## config.mk

```make
export PLATFORM = sky130hd
export DESIGN_NAME = ccbb_front
export DESIGN_NICKNAME = d
export VERILOG_FILES = /design/src/hw/rtl/ccbb_pkg.sv /design/src/hw/rtl/ccbb_front.sv
export SDC_FILE = /design/constraint.sdc
export NUM_CORES = 1
export LEC_CHECK = 0
export BUFFER_PORTS_ARGS = -buffer_cell sky130_fd_sc_hd__buf_4
export CORE_MARGIN = 1.5
export CORE_UTILIZATION = 25
export DETAILED_ROUTE_END_ITERATION = 10
export GPL_TIMING_DRIVEN = 0
export PLACE_DENSITY = 0.46
export SYNTH_ARGS = -nofsm -noshare
export SYNTH_HDL_FRONTEND = slang
export SYNTH_SLANG_ARGS = --single-unit
```

## constraint.sdc

```tcl
create_clock -name i_clk -period 4.55 [get_ports i_clk]
set_clock_uncertainty 0.2 [all_clocks]
set_input_delay 1.365 -clock i_clk [delete_from_list [all_inputs] [get_ports i_clk]]
set_output_delay 1.365 -clock i_clk [all_outputs]
set_load 0.005 [all_outputs]
```

## src/hw/rtl/ccbb_pkg.sv

```systemverilog
// ccbb_pkg: shared types, register indexes and field widths for the
// connected-component bounding box block. No dependencies.
package ccbb_pkg;

    localparam int CFG_IDX_W  = 2;
    localparam int CFG_DATA_W = 21;

    localparam logic [CFG_IDX_W-1:0] CFG_FRAME_WIDTH  = 2'd0;
    localparam logic [CFG_IDX_W-1:0] CFG_FRAME_HEIGHT = 2'd1;
    localparam logic [CFG_IDX_W-1:0] CFG_BORDER_SIZE  = 2'd2;
    localparam logic [CFG_IDX_W-1:0] CFG_MIN_AREA     = 2'd3;

    localparam int FRAME_DIM_W = 11;
    localparam int BORDER_W    = 8;
    localparam int MIN_AREA_W  = 21;

    localparam int BOX_X_W = 10;
    localparam int BOX_Y_W = 10;
    localparam int BOX_W_W = 11;
    localparam int BOX_H_W = 11;

    localparam int MIN_FRAME_W = 3;
    localparam int MIN_FRAME_H = 2;

    localparam int QUEUE_DEPTH = 4;

    // Per-pixel classification passed from the front to the back.
    typedef struct packed {
        logic lab;        // pixel takes part in labeling
        logic has_ur;     // an upper-right neighbor exists
        logic end_row;
        logic end_frame;
    } t_pix_ctl;

    typedef struct packed {
        logic [BOX_X_W-1:0] x;
        logic [BOX_Y_W-1:0] y;
        logic [BOX_W_W-1:0] w;
        logic [BOX_H_W-1:0] h;
    } t_box;

    // Width of geometry arithmetic: holds frame sizes, coordinates plus
    // twice the border, and the 11-bit size registers.
    function automatic int calc_w(int max_w, int max_h);
        int m;
        m = FRAME_DIM_W;
        if ($clog2(max_w + 1) > m) m = $clog2(max_w + 1);
        if ($clog2(max_h + 1) > m) m = $clog2(max_h + 1);
        return m + 2;
    endfunction

endpackage

```

## src/hw/rtl/ccbb_front.sv

```systemverilog
// ccbb_front: accepts pixels, tracks column and row, classifies each pixel.
// Depends on ccbb_pkg.
module ccbb_front #(
    parameter int MAX_WIDTH  = 1024,
    parameter int MAX_HEIGHT = 1024
) (
    input  logic                          i_clk,
    input  logic                          i_rst_n,
    input  logic                          i_clr,
    input  logic [ccbb_pkg::calc_w(MAX_WIDTH, MAX_HEIGHT)-1:0] i_eff_w,
    input  logic [ccbb_pkg::calc_w(MAX_WIDTH, MAX_HEIGHT)-1:0] i_eff_h,
    input  logic                          i_pix_valid,
    output logic                          o_pix_ready,
    input  logic                          i_foreground,
    input  logic                          i_full,
    output logic                          o_push,
    output logic [$clog2(MAX_WIDTH)-1:0]  o_x,
    output logic [$clog2(MAX_HEIGHT)-1:0] o_y,
    output ccbb_pkg::t_pix_ctl            o_ctl
);
    localparam int XW     = $clog2(MAX_WIDTH);
    localparam int YW     = $clog2(MAX_HEIGHT);
    localparam int CALC_W = ccbb_pkg::calc_w(MAX_WIDTH, MAX_HEIGHT);

    logic [XW-1:0]     r_col;
    logic [YW-1:0]     r_row;
    logic [CALC_W-1:0] w_col1, w_row1;
    logic              w_end_row, w_last_row;

    assign w_col1     = CALC_W'(r_col) + CALC_W'(1);
    assign w_row1     = CALC_W'(r_row) + CALC_W'(1);
    assign w_end_row  = (w_col1 >= i_eff_w);
    assign w_last_row = (w_row1 >= i_eff_h);

    assign o_pix_ready = !i_full;
    assign o_push      = i_pix_valid && !i_full;
    assign o_x         = r_col;
    assign o_y         = r_row;

    always_comb begin
        o_ctl.lab       = i_foreground && (r_row != '0) && (r_col != '0) && !w_end_row;
        o_ctl.has_ur    = !w_end_row;
        o_ctl.end_row   = w_end_row;
        o_ctl.end_frame = w_end_row && w_last_row;
    end

    always_ff @(posedge i_clk) begin
        if (!i_rst_n || i_clr) begin
            r_col <= '0;
            r_row <= '0;
        end else if (o_push) begin
            if (w_end_row) begin
                r_col <= '0;
                r_row <= w_last_row ? '0 : r_row + YW'(1);
            end else begin
                r_col <= r_col + XW'(1);
            end
        end
    end
endmodule

```

==> results.yml, run 1 <==
setup_path:
  worst_ep_required_time_ps: 2980
  cp_slowest_cell: "ha_1"
  r2r_start: "o_x[1]"
  cp_cell_sequence: "buf_4 > inv_1 > ha_1 > a211oi_2 > o221ai_2 > a211o_1 > a41oi_4 > buf_6 > nor2_1 > buf_4"
  worstPathArrival_ps: 2950
  critPathMaxStageDelay_ps: 310
  critPathCaptureType: "output pin"
  crit_family: "compound AO/OA/AOI/OAI gates"
  crit_type: "in2out"
  worst-r2r-cell-count: 14
  cp_max_fo: 2
  cpMostUsedCell: "buf_4"
  cp-start-kind: "primary input"
  path_buf_inv: 4
  r2r_setup_slack_ps: 1310
  rr_endpoint: "o_y[7]"
power:
  swShare_pct: 25.2
  power_uw: 376
  p_sw_uw: 94.7
  p_comb_share_pct: 15.4
  power_density_nw_per_um2: 135
  clock_power_share_pct: 38.3
  seqPwrFrac_pct: 46.3
  ir_drop_uv: 99.3
  power.leakage_nw: 1.27
  p_int_uw: 281
grt:
  track_usage_pct: 14.2
  antenna_found_initial: 0
  grt_max_degree: 12
  grt_pass1_vias: 1962
  gr-total-overflow: 0
  grt_pass1_wl_um: 9460
synth:
  syn_area_um2: 1890
  syn_inst: 233
  synth-main-ff-cell: "dfxtp_1"
  synth_top_area_share_pct: 21.2
  yosysUniqueCellTypes: 46
  synth_nets: 291
  yosys.area.top_type: "dfxtp_1"
  synth.area.top_cells: "dfxtp_1 21%, ha_1 17%, inv_1 5.6%, a32o_1 4.2%, xor2_1 4.2%"
  ys_async_sr_fraction_pct: 0
  ys_seq_elements: 20
  synth_edf_count: 0
  syn_area_per_cell_um2: 8.10
  ys_seq_area_share_pct: 21.2
  yosysWarnings: 0
sta:
  whs_ps: 340
  setup_ws_ps: 38.3
  tns_ps: 0
  rsz0062_at_grt: "yes"
  final.period_utilization_pct: 99.2
  finalHoldViolCount: 0
  period_minus_slack_ps: 4510
  drv_slew: 0
  setup_viol: 0
  maxSlewHeadroom_pct: 57.7
  fmax_mhz: 222
  worst_slew_pin_slew_ps: 635
placement:
  gp_congestion: 0.822
  placed_cell_area_um2: 2440
  pre_cts_slack_ps: -407
  io_buffers: 57
  dp_hpwl_um: 4080
  placedCellCount: 389
finish:
  final_cells: 407
  final_core_util_pct: 38.1
  syn2layout_area_growth_pct: 47.3
  diodes: 0
  nets: 367
  nFillCells: 819
  drive_above_1_share_pct: 39.6
  fin_area_um2: 2780
die:
  boundaryPins: 58
  core_area_um2: 7290
  initial_core_util_pct: 25.9
  std_cell_rows: 31
  die_h_um: 89.9
  dieWidth_um: 89.9
  dieArea_um2: 8080
clocking:
  hold_buffers: 0
  insertion_delay_ps: 270
  cts_made_buffers: 3
  cts_tree: "yes"
  clk_path_buf_depth: 2
  htree_num_levels: 1
  cts_sinks: 20
  cts_root_buffer: "clkbuf_8"
  path_clk_slew_ps: 80
detailed_routing:
  routed_wirelength_um: 5590
  dr.first_iter.drc_count: 83
  antenna_left: 0
  drc: 0
  routed_via_density: 4.75
  wire_per_inst_um: 13.7
  first_pass_iters: 4
  vias: 1933
worst_hold_path:
  hp-start: "o_y[5]"
  min_path_type: "reg2reg"
  min_to: "o_y[5]"
  hold_depth: 2
run:
  max-cap-violations: 0
outcome:
  outcome: "complete, no violations"
-- sequential cells by signal, indices dropped and copies added (netlist names) --
| register | cells |
|---|---|
| o_x | 10 |
| o_y | 10 |
-- kinds of logic after synthesis --
family                   count (synthesis)  synth area share (%)
AND/OR/NAND/NOR                         72                  23.3
AO/OA/AOI/OAI                           56                  21.2
buffers and inverters                   43                  9.62
adder cells (fa/ha/maj)                 26                  17.2
flip-flops                              20                  21.2
XOR/XNOR                                16                  7.43
-- synth_stat cells, drive strengths merged, types with 2 or more instances --
| master | count |
|---|---|
| o21ai | 21 |
| ha | 26 |
| nand3b | 2 |
| and3 | 9 |
| nor2 | 10 |
| nor3b | 9 |
| buf | 7 |
| nor4 | 3 |
| nand4 | 5 |
| and4 | 2 |
| xnor2 | 7 |
| nand3 | 14 |
| a211oi | 4 |
| nand2 | 5 |
| nor2b | 3 |
| nand2b | 2 |
| a211o | 2 |
| o211ai | 2 |
| nor3 | 6 |
| inv | 29 |
| dfxtp | 20 |
| a21oi | 10 |
| xor2 | 9 |
| a32o | 8 |
| clkbuf | 7 |
-- tightest hold or removal path: cells and delay by family (launching register included) --
kind / cells / cell delay, ps
compound gates: 2 / 140
flops: 1 / 360
-- cells in the final DEF (no fill, tap or decap), drive strengths merged, types with 3 or more instances in the layout --
| cell type | instances |
|---|---|
| buf | 79 |
| inv | 29 |
| ha | 26 |
| o21ai | 21 |
| dfxtp | 20 |
| nand3 | 14 |
| nor2 | 10 |
| clkbuf | 10 |
| a21oi | 10 |
| nor3b | 9 |
| and3 | 9 |
| xor2 | 9 |
| a32o | 8 |
| xnor2 | 7 |
| nor3 | 6 |
| nand4 | 5 |
| nand2 | 5 |
| a211oi | 4 |
| nor2b | 3 |
| nor4 | 3 |
-- layout make-up --
| type | instances | area (µm²) | area share, % |
|---|---|---|---|
| Multi-Input combinational cell | 170 | 1460 | 52.4 |
| Timing Repair Buffer | 72 | 541 | 19.4 |
| Sequential cell | 20 | 413 | 14.9 |
| Tap cell | 99 | 124 | 4.46 |
| Inverter | 29 | 116 | 4.19 |
| Buffer | 13 | 75.1 | 2.70 |
| Clock buffer | 4 | 55.1 | 1.98 |
-- power by group through the flow --
stage | combinational, mW | clock, mW | sequential, mW
2_1_floorplan | 0.0224 | 0 | 0.180
6_report | 0.0579 | 0.144 | 0.174
3_3_place_gp | 0.0525 | 0 | 0.180
4_1_cts | 0.0574 | 0.146 | 0.174
5_1_grt | 0.0646 | 0.152 | 0.174
3_5_place_dp | 0.0534 | 0 | 0.180
-- metal layers --
metal	share of wire (%)	routed length (µm)	track usage [%]
met5	0	0	0
met4	1.3	74	4.37
met3	3.0	165	1.10
met2	44	2480	22.4
met1	51	2870	20.5
-- repair_timing --
action                                  in CTS  in global routing
pin swaps                                   12                 10
setup buffers                               14                  1
endpoints found under the setup margin       4                  4
gates resized for setup                     35                  7
-- worst max-delay path by stage --
| stage | startpoint | cells after the start | end | slack (ps) |
|---|---|---|---|---|
| after floorplan | i_eff_w[7] | 9 | o_ctl[3] | 200 |
| after global placement | o_x[0] | 14 | o_ctl[3] | -460 |
| after detailed placement | o_x[0] | 14 | o_ctl[3] | -410 |
| after CTS | o_x[1] | 14 | o_ctl[3] | 7 |
| after global routing | i_eff_h[2] | 10 | o_ctl[0] | -20 |
| final | i_eff_h[2] | 10 | o_ctl[0] | 40 |
Power figures use the tool's default switching activity.
==> run 2, diff against run 1 <==
- SETUP_SLACK_MARGIN: not set -> 0.05
==> run 2 against run 1 <==
Net effect:
- first-iteration DRC count is 12% higher
- global-route usage is 0.11 points higher
- final cell count up 1.2%
- die area unchanged
- design area up 2.2%
==> results.yml, run 2 (synthesized netlist as in run 1, its figures left out) <==
setup_path:
  cp_cell_sequence: "buf_4 > inv_2 > ha_4 > a211oi_2 > o221ai_2 > a211o_1 > a41oi_4 > buf_6 > nor2_1 > buf_4"
  critPathMaxStageDelay_ps: 310
  worst_ep_required_time_ps: 2980
  critPathCaptureType: "output pin"
  cp-start-kind: "primary input"
  crit_type: "in2out"
  cp_slowest_cell: "a211o_1"
  worstPathArrival_ps: 2920
  path_buf_inv: 4
  cp_max_fo: 2
  cpMostUsedCell: "buf_4"
  crit_family: "compound AO/OA/AOI/OAI gates"
finish:
  nets: 372
  final_common_cell: "buf_4"
  syn2layout_area_growth_pct: 50.6
  diodes: 0
  drive_above_1_share_pct: 41.2
  mostFrequentLayoutCells: "77 x buf_4, 26 x inv_1, 21 x ha_1"
detailed_routing:
  wire_per_inst_um: 13.9
  routed_via_density: 4.78
  drc: 0
  routed_wirelength_um: 5710
  antenna_left: 0
  dr.first_iter.drc_count: 93
  vias: 1971
  first_pass_iters: 4
clocking:
  htree_num_levels: 1
  clk_path_buf_depth: 2
  path_clk_slew_ps: 80
  cts_sinks: 20
  cts_root_buffer: "clkbuf_8"
  cts_made_buffers: 3
  cts_tree: "yes"
  insertion_delay_ps: 270
grt:
  grt_pass1_vias: 1972
  grt_pass1_wl_um: 9530
  antenna_found_initial: 0
  gr-total-overflow: 0
  track_usage_pct: 14.3
  grt_max_degree: 12
sta:
  finalHoldViolCount: 0
  whs_ps: 340
  period_minus_slack_ps: 4480
  worst_slew_pin_slew_ps: 630
  tns_ps: 0
  rsz0062_at_grt: "yes"
  final.period_utilization_pct: 98.5
  setup_viol: 0
  setup_ws_ps: 69.6
  fmax_mhz: 223
  drv_slew: 0
  maxSlewHeadroom_pct: 58.0
placement:
  pre_cts_slack_ps: -407
  io_buffers: 57
  dp_hpwl_um: 4080
  gp_congestion: 0.822
die:
  boundaryPins: 58
  dieArea_um2: 8080
  die_h_um: 89.9
  initial_core_util_pct: 25.9
  dieWidth_um: 89.9
  std_cell_rows: 31
  core_area_um2: 7290
run:
  max-cap-violations: 0
worst_hold_path:
  min_path_type: "reg2reg"
power:
  ir_drop_uv: 97.1
  power.leakage_nw: 1.30
  power_density_nw_per_um2: 133
outcome:
  outcome: "complete, no violations"
run 2: cell types whose count changed in the layout (fill, tap and decap cells not counted):
cell      delta
buf_6        +1
ha_1         -1
inv_2        +1
ha_4         +2
ha_2         -1
clkbuf_2     +1
buf_4        +3
inv_1        -1
run 2: timing repair:
| action | 4_1_cts | 5_1_grt |
|---|---|---|
| pin swaps | 16 | 11 |
| endpoints found under the setup margin | 4 | 4 |
| setup buffers | 15 | 4 |
| hold buffers | 0 | 0 |
| resized for setup | 39 | 9 |
run 2: report_power, final:
group | internal [mW] | leakage, nW | switching, mW
registers | 0.174 | 0.164 | 0.000475
clock network | 0.0773 | 0.0288 | 0.0663
logic | 0.0307 | 1.10 | 0.0284
run 2: area by class of cell:
type	instances	area, µm²
clock buffer	4	55.1
inverter	29	116
multi-input combinational	170	1480
fill	812	4450
buffer	14	80.1
timing repair buffer	76	574
tap	99	124
sequential	20	413
run 2: path summary, 6_finish.rpt:
check,cells past startpoint,end,slack [ps],start
min,2,o_y[5],340,o_y[5]
min reg2reg,2,o_y[5],340,o_y[5]
max reg2reg,14,o_y[7],1330,o_x[1]
max,10,o_ctl[0],70,i_eff_h[2]
run 2: worst min-delay path, delay by kind of cell (launching register included):
family | cells | cell delay [ps]
AO/OA/AOI/OAI | 2 | 140
flip-flops | 1 | 360
run 2: stage by stage:
step           total power [mW]  utilization, %  instance area, µm²  instances
2_1_floorplan             0.202               -                1890        233
3_3_place_gp              0.232            33.4                2440        389
3_5_place_dp              0.233            33.4                2440        389
4_1_cts                   0.378            38.2                2780        408
5_1_grt                   0.392            39.0                2840        412
6_report                  0.377            39.0                2840        412
run 2: routing by layer:
metal,GRT usage (%),vias up,part of all wire [%]
met2,22.6,44,44
met5,0,-,0
met3,1.10,7,3.1
met1,20.6,921,51
met4,4.37,0,1.6
li1,-,999,-
