[config.mk]
export PLATFORM = sky130hd
export DESIGN_NAME = ccbb_fifo
export DESIGN_NICKNAME = d
export VERILOG_FILES = /design/src/hw/rtl/ccbb_fifo.sv
export SDC_FILE = /design/constraint.sdc
export NUM_CORES = 1
export LEC_CHECK = 0
export ABC_AREA = 1
export BUFFER_PORTS_ARGS = -buffer_cell sky130_fd_sc_hd__buf_2
export CORE_ASPECT_RATIO = 0.5
export CORE_MARGIN = 5
export CORE_UTILIZATION = 35
export DETAILED_ROUTE_END_ITERATION = 16
export GPL_ROUTABILITY_DRIVEN = 0
export GPL_TIMING_DRIVEN = 0
export PLACE_DENSITY = 0.58
export SYNTH_ARGS = -nofsm -noshare
export SYNTH_HDL_FRONTEND = slang
export SYNTH_SLANG_ARGS = --single-unit
export TNS_END_PERCENT = 1
[constraint.sdc]
create_clock -name i_clk -period 3.58 [get_ports i_clk]
set_input_delay 0.179 -clock i_clk [delete_from_list [all_inputs] [get_ports i_clk]]
set_output_delay 0.179 -clock i_clk [all_outputs]
set_load 0.02 [all_outputs]
[src/hw/rtl/ccbb_fifo.sv]
// ccbb_fifo: short register queue between the pixel front and the back.
// No dependencies.
module ccbb_fifo #(
    parameter int WIDTH = 8,
    parameter int DEPTH = 4
) (
    input  logic             i_clk,
    input  logic             i_rst_n,
    input  logic             i_clr,
    input  logic             i_push,
    input  logic [WIDTH-1:0] i_data,
    output logic             o_full,
    input  logic             i_pop,
    output logic [WIDTH-1:0] o_data,
    output logic             o_empty
);
    localparam int PW = (DEPTH > 1) ? $clog2(DEPTH) : 1;
    localparam int CW = $clog2(DEPTH + 1);
    localparam logic [PW-1:0] LAST_PTR = PW'(DEPTH - 1);
    localparam logic [CW-1:0] FULL_CNT = CW'(DEPTH);

    logic [WIDTH-1:0] r_mem [DEPTH];
    logic [PW-1:0]    r_wptr, r_rptr;
    logic [CW-1:0]    r_cnt;

    assign o_full  = (r_cnt == FULL_CNT);
    assign o_empty = (r_cnt == '0);
    assign o_data  = r_mem[r_rptr];

    always_ff @(posedge i_clk) begin
        if (i_push) begin
            r_mem[r_wptr] <= i_data;
        end
    end

    always_ff @(posedge i_clk) begin
        if (!i_rst_n || i_clr) begin
            r_wptr <= '0;
            r_rptr <= '0;
            r_cnt  <= '0;
        end else begin
            if (i_push) begin
                r_wptr <= (r_wptr == LAST_PTR) ? '0 : r_wptr + PW'(1);
            end
            if (i_pop) begin
                r_rptr <= (r_rptr == LAST_PTR) ? '0 : r_rptr + PW'(1);
            end
            if (i_push && !i_pop) begin
                r_cnt <= r_cnt + CW'(1);
            end else if (!i_push && i_pop) begin
                r_cnt <= r_cnt - CW'(1);
            end
        end
    end
endmodule

==> results.sh, run 1 <==
export IMPL_slew_headroom=0.753
export IMPL_avgSynthCellArea_um2=12.1
export IMPL_hold_violations=0
export IMPL_core_rowCount=17
export IMPL_clock_root_buffer="clkbuf_8"
export IMPL_cts_resized=0
export IMPL_synth_top_family_by_area="compound AO/OA/AOI/OAI gates"
export IMPL_drive_gt1_frac=0.216
export IMPL_hold_depth=1
export IMPL_dr_pass1_iters=4
export IMPL_vias_per_cell=4.51
export IMPL_critPathCaptureType="output pin"
export IMPL_max_freq_ghz=0.608
export IMPL_ios=23
export IMPL_drc_errors=0
export IMPL_r2r_start="r_wptr[0]"
export IMPL_synth_adder_area_share=0.0573
export IMPL_skew_ns=0.00356
export IMPL_synth_seq_cells=41
export IMPL_p_per_area_nw_per_um2=464
export IMPL_hold_path_class="in2reg"
export IMPL_final_area_um2=1930
export IMPL_cts_max_level=2
export IMPL_fin_crit_ns=1.64
export IMPL_tns_ns=0
export IMPL_syn_inst=137
export IMPL_cts_hold_buf=0
export IMPL_post_cts_buffers=0
export IMPL_grt_use_total=0.108
export IMPL_fin_crit_sh=0.459
export IMPL_grt_ovfl_total=0
export IMPL_max_cap_violations=0
export IMPL_die_w_um=107
export IMPL_synth_xor_area_frac=0.00528
export IMPL_crit_fanout=10
export IMPL_hp_start="i_data[4]"
export IMPL_grt_pass1_vias=1052
export IMPL_slowest_delay_ns=0.52
export IMPL_cts_tree="yes"
export IMPL_outcome="completed"
export IMPL_cp_required_ns=3.40
export IMPL_port_buffer_count=22
export IMPL_cts_made_buffers=5
export IMPL_wl_per_cell_um=13.0
export IMPL_hpwl_mm=2.07
export IMPL_grt_max_degree=13
export IMPL_area_growth_pct=16.6
export IMPL_num_nets_final=186
export IMPL_antenna_left=0
export IMPL_crit_chain="inv_2, buf_6, nor2_1, o22ai_1, buf_2"
export IMPL_slew_violations=0
export IMPL_crit_arrival_ns=1.47
export IMPL_worst_setup_path_start_kind="flop"
export IMPL_clockBufferDepth=2
export IMPL_cts_sinks=41
export IMPL_rsz0062_at_grt="no"
export IMPL_grt_pass1_wl_mm=5.00
export IMPL_syn_nets=157
export IMPL_start_util=0.370
export IMPL_synth_edf_count=32
export IMPL_antenna_cells=0
export IMPL_synthArstFlopShare=0
export IMPL_worstMarginPinSlew_ns=0.370
export IMPL_antenna_found_initial=0
export IMPL_placed_area_um2=1850
export IMPL_setup_viol=0
export IMPL_synth_ff_type="edfxtp_1"
export IMPL_synth_area_um2=1660
export IMPL_first_iter_violations=32
export IMPL_die_h_um=58.7
export IMPL_synthMuxAreaShare=0
export IMPL_synthDistinctLibCells=19
export IMPL_clk_pin_slew_worst_paths_ns=0.07
export IMPL_clk_latency_ns=0.28
export IMPL_yosys_area_share_simple=0.0965
export IMPL_critPathSlowestCell="dfxtp_1"
export IMPL_core_area_um2=4490
export IMPL_route_vias_total=1050
export IMPL_p_leak_uw=0.000764
export IMPL_synth_warnings=0
export IMPL_hold_ws_ns=0.106
export IMPL_path_class="reg2out"
export IMPL_reg2regPathDepth=3
export IMPL_wl_mm=3.02
export IMPL_peakVddDrop_mv=0.153
export IMPL_ys_seq_area_frac=0.688
export IMPL_synth_compound_area_share=0.101
export IMPL_dieArea_um2=6300
-- worst paths after layout --
kind | to | slack [ns]
min | r_mem[2][4] | 0.11
max reg2reg | r_mem[3][0] | 2.32
min reg2reg | r_rptr[1] | 0.50
max | o_data[7] | 1.94
-- placed cells by master, fill, tap and decap left out, drive strengths merged, types with 2 or more instances in the layout --
cell type / n
a21oi: 5
buf: 24
clkbuf: 6
clkinv: 2
dfxtp: 9
edfxtp: 32
ha: 6
inv: 17
nand2: 12
nor2: 21
nor3: 4
o21ai: 17
o22ai: 8
-- flip-flops by register name, summed over array words and instances (netlist names), named ones only --
| signal | cells |
|---|---|
| r_wptr | 2 |
| r_mem | 32 |
| r_rptr | 2 |
| r_cnt | 3 |
-- cells by family (layout without fill, tap and decap cells) --
group	Yosys count	count (layout)
AO/OA/AOI/OAI	30	30
XOR/XNOR	1	1
adder cells (fa/ha/maj)	7	7
buffers and inverters	19	49
flip-flops	41	41
AND/OR/NAND/NOR	39	39
-- worst max-delay path: cells and delay by family (launching register included) --
kind	cells	cell delay [ns]
flip-flops	1	0.52
buffers and inverters	3	0.48
AO/OA/AOI/OAI	1	0.10
AND/OR/NAND/NOR	1	0.08
-- per-layer routing --
metal | share of wire | up-vias | track usage
met1 | 0.47 | 492 | 0.127
met2 | 0.48 | 18 | 0.186
met5 | 0 | - | 0
met3 | 0.032 | 7 | 0.0307
met4 | 0.020 | 0 | 0.0486
li1 | - | 533 | -
-- cell usage after synthesis, types with 2 or more instances --
cell / n / area share
edfxtp_1: 32 / 0.58
ha_1: 6 / 0.045
o21ai_2: 2 / 0.011
o21ai_1: 2 / 0.0060
buf_6: 2 / 0.014
nand2_1: 12 / 0.027
nor3_1: 4 / 0.012
o21ai_0: 13 / 0.039
nor2_2: 2 / 0.0075
inv_1: 16 / 0.036
dfxtp_1: 9 / 0.11
a21oi_1: 5 / 0.015
o22ai_1: 8 / 0.030
nor2_1: 19 / 0.043
-- cell type report --
type                    count  area, um^2
multi-input cells          77         432
repair buffers             22         110
flip-flops and latches     41        1140
well taps                  66        82.6
inverters                  17        63.8
fillers                   429        2550
plain buffers               2        22.5
clock buffers               6        72.6
clock inverters             2        10.0
-- stage by stage --
stage | std cells | setup WS (ns) | power [uW] | util
finish | 233 | 1.94 | 898 | 0.431
global route | 233 | 1.76 | 948 | 0.431
CTS | 233 | 1.90 | 912 | 0.431
detailed placement | 225 | 2.13 | 633 | 0.413
global placement | 225 | 2.17 | 630 | 0.413
floorplan | 137 | 2.35 | 599 | -
-- power by group --
group | leakage [uW] | switching, uW | internal, uW
logic | 0.000351 | 54.0 | 30.0
registers | 0.000367 | 8.17 | 528
clock network | 0.0000450 | 143 | 135
total | 0.000764 | 205 | 693
Power figures use the tool's default switching activity.
==> run 2, diff against run 1 <==
--- a/config.mk
+++ b/config.mk
@@ -5,7 +5,7 @@
 export SDC_FILE = /design/constraint.sdc
 export NUM_CORES = 1
 export LEC_CHECK = 0
-export ABC_AREA = 1
+export ABC_AREA = 0
 export BUFFER_PORTS_ARGS = -buffer_cell sky130_fd_sc_hd__buf_2
 export CORE_ASPECT_RATIO = 0.5
 export CORE_MARGIN = 5
@@ -13,7 +13,7 @@
 export DETAILED_ROUTE_END_ITERATION = 16
 export GPL_ROUTABILITY_DRIVEN = 0
 export GPL_TIMING_DRIVEN = 0
-export PLACE_DENSITY = 0.58
+export PLACE_DENSITY = 0.6
 export SYNTH_ARGS = -nofsm -noshare
 export SYNTH_HDL_FRONTEND = slang
 export SYNTH_SLANG_ARGS = --single-unit
==> constraint.sdc (replaced) <==
create_clock -name i_clk -period 1.4 [get_ports i_clk]
set_input_delay 0.07 -clock i_clk [delete_from_list [all_inputs] [get_ports i_clk]]
set_output_delay 0.07 -clock i_clk [all_outputs]
set_load 0.02 [all_outputs]
==> run 2 against run 1 <==
Against the previous run:
- the flow now finishes with violations (setup timing)
- flip-flop and latch count stayed put
- die area is 2.9% lower
- via count is 23% lower
- hold slack worse by 0.098 ns
- critical path depth is 2 lower
- non-clock buffer count is 5 higher
- routed wire length is 17% lower
- final cell count is 24% lower
- sequential share of layout area is 0.59 points lower
- synthesized cell count is 36% lower
- first-iteration DRC count is 19% lower
- core utilization is 1.2 points higher
- largest cell class unchanged
- highest routed layer unchanged
==> results.sh, run 2 <==
export IMPL_cts_max_level=2
export IMPL_avgSynthCellArea_um2=18.4
export IMPL_start_util=0.363
export IMPL_clock_root_buffer="clkbuf_8"
export IMPL_top_layer="met4"
export IMPL_ys_seq_area_frac=0.711
export IMPL_clockBufferDepth=2
export IMPL_worstMarginPinSlew_ns=0.438
export IMPL_final_cell_mix="32 x edfxtp_1, 17 x buf_2, 8 x mux4_2, 7 x nor2_1, 7 x dfxtp_1"
export IMPL_clk_latency_ns=0.28
export IMPL_die_w_um=106
export IMPL_max_cap_violations=0
export IMPL_crit_arrival_ns=1.43
export IMPL_cts_tree="yes"
export IMPL_port_buffer_count=22
export IMPL_multi_input_area_um2=432
export IMPL_hold_violations=0
export IMPL_ios=23
export IMPL_synth_top_cell_area_share=0.599
export IMPL_synthMuxAreaShare=0.137
export IMPL_utilization=0.443
export IMPL_syn_nets=107
export IMPL_tns_ns=-0.824
export IMPL_setup_ws_ns=-0.103
export IMPL_route_vias_total=811
export IMPL_post_cts_buffers=0
export IMPL_met2WireLength_mm=1.21
export IMPL_violations="setup timing"
export IMPL_grt_pass1_vias=825
export IMPL_p_per_area_nw_per_um2=1180
export IMPL_final_common_cell="edfxtp_1"
export IMPL_fin_cells=178
export IMPL_drc_errors=0
export IMPL_rsz0062_at_grt="yes"
export IMPL_skew_ns=0.00438
export IMPL_dieArea_um2=6120
export IMPL_placedCellCount=166
export IMPL_yosys_top_cells_count="32 x edfxtp_1, 9 x dfxtp_1, 8 x mux4_2, 7 x nor2_1, 6 x ha_1"
export IMPL_wl_mm=2.52
export IMPL_first_iter_violations=26
export IMPL_slew_violations=0
export IMPL_top_register="r_mem"
export IMPL_grt_max_degree=13
export IMPL_synth_area_leaders="edfxtp_1 60%, dfxtp_1 11%, mux4_2 11%"
export IMPL_setup_viol=9
export IMPL_hold_path_class="in2reg"
export IMPL_wl_per_cell_um=14.2
export IMPL_core_area_um2=4420
export IMPL_ff_latch_area_um2=1140
export IMPL_antenna_cells=0
export IMPL_antenna_found_initial=0
export IMPL_synth_warnings=0
export IMPL_largest_reg_flops=32
export IMPL_fin_crit_ns=1.50
export IMPL_synthDistinctLibCells=18
export IMPL_hold_ws_ns=0.00791
export IMPL_synth_edf_count=32
export IMPL_peakVddDrop_mv=0.350
export IMPL_reg2reg_slack_ns=-0.04
export IMPL_synth_area_um2=1600
export IMPL_synth_top_area_cell="edfxtp_1"
export IMPL_cts_made_buffers=5
export IMPL_grt_pass1_wl_mm=4.09
export IMPL_outcome="complete, but fails checks"
export IMPL_worst_setup_path_start_kind="flop"
export IMPL_antenna_left=0
export IMPL_syn_inst=87
export IMPL_drive_gt1_frac=0.331
export IMPL_synth_xor_area_frac=0.0109
export IMPL_yosys_area_share_simple=0.0523
export IMPL_dr_pass1_iters=2
export IMPL_fin_crit_sh=1.07
export IMPL_grt_use_total=0.0889
export IMPL_top_regs="r_mem: 32 flops, r_cnt: 3 flops"
export IMPL_vias_per_cell=4.56
export IMPL_die_h_um=57.9
export IMPL_synth_ff_type="edfxtp_1"
export IMPL_hpwl_mm=1.67
export IMPL_grt_ovfl_total=0
export IMPL_met3_length_um=98
export IMPL_max_freq_ghz=0.665
export IMPL_path_class="reg2out"
export IMPL_core_rowCount=17
export IMPL_synth_compound_area_share=0.00936
export IMPL_synth_top_family_by_area="multiplexers"
export IMPL_area_growth_pct=22.1
export IMPL_synthArstFlopShare=0
export IMPL_clk_pin_slew_worst_paths_ns=0.07
export IMPL_cp_required_ns=1.33
export IMPL_synth_adder_area_share=0.0593
export IMPL_crit_fanout=8
export IMPL_p_leak_uw=0.000716
export IMPL_slew_headroom=0.708
export IMPL_critPathCaptureType="output pin"
export IMPL_dp_slack_ns=-0.173
export IMPL_synth_most_common_cell="edfxtp_1"
export IMPL_cts_sinks=41
export IMPL_fill_cells=402
export IMPL_wl_met1_mm=1.18
export IMPL_num_nets_final=141
export IMPL_synth_seq_cells=41
## run 2: cell count changes after synthesis, sizes merged, moves of 2 or more
cell   previous run  this run
and2              0         4
mux2i             0         4
a21oi             5         2
inv              17         4
o21ai            17         1
o22ai             8         0
nor3b             0         2
nor3              4         1
nand2            12         0
nor2             21         7
mux4              0         8
## run 2: per-stage QoR
step           instance area [um^2]  power (uW)
5_1_grt                        1960        2410
6_report                       1960        2300
3_3_place_gp                   1790        1580
4_1_cts                        1910        2300
3_5_place_dp                   1790        1590
2_1_floorplan                  1600        1510
## run 2: report_power, final
group	internal, uW	switching, uW
clock network	334	379
registers	1350	16.5
logic	112	113
## run 2: area by class of cell
type | count | share of cell area
Clock buffer | 5 | 0.0351
Inverter | 4 | 0.00767
Clock inverter | 2 | 0.00575
Timing Repair Buffer | 27 | 0.0978
Multi-Input combinational cell | 40 | 0.220
Tap cell | 57 | 0.0364
Sequential cell | 41 | 0.584
Buffer | 2 | 0.0128
## run 2: metal layers
| metal | global-route usage | vias to the layer above |
|---|---|---|
| li1 | - | 395 |
| met1 | 0.110 | 395 |
| met2 | 0.143 | 17 |
| met3 | 0.0323 | 4 |
| met4 | 0.0387 | 0 |
| met5 | 0 | - |
## run 2: worst max-delay path: stages, from the launching register on
cell,delay [ns]
dfxtp_2,0.35
buf_12,0.14
mux4_2,0.51
buf_6,0.15
## run 2: cells by family after synthesis
kind of cell / count (synthesis)
simple gates: 16
mux: 12
buf+inv: 6
flops: 41
fa+ha+maj: 7
xor+xnor: 2
compound gates: 3
## run 2: final timing paths
kind	from	end	depth (start not counted)
hold / removal	i_data[2]	r_mem[1][2]	1
setup reg to reg	r_cnt[0]	r_cnt[2]	4
hold reg to reg	r_cnt[2]	r_cnt[2]	2
setup / recovery	flop	o_data[2]	3
## run 2: timing repair
item / 4_1_cts / 5_1_grt
resized for setup: 7 / 7
setup endpoints to repair: 9 / 9
hold buffers: 3 / 2
endpoints found under the hold margin: 12 / 6
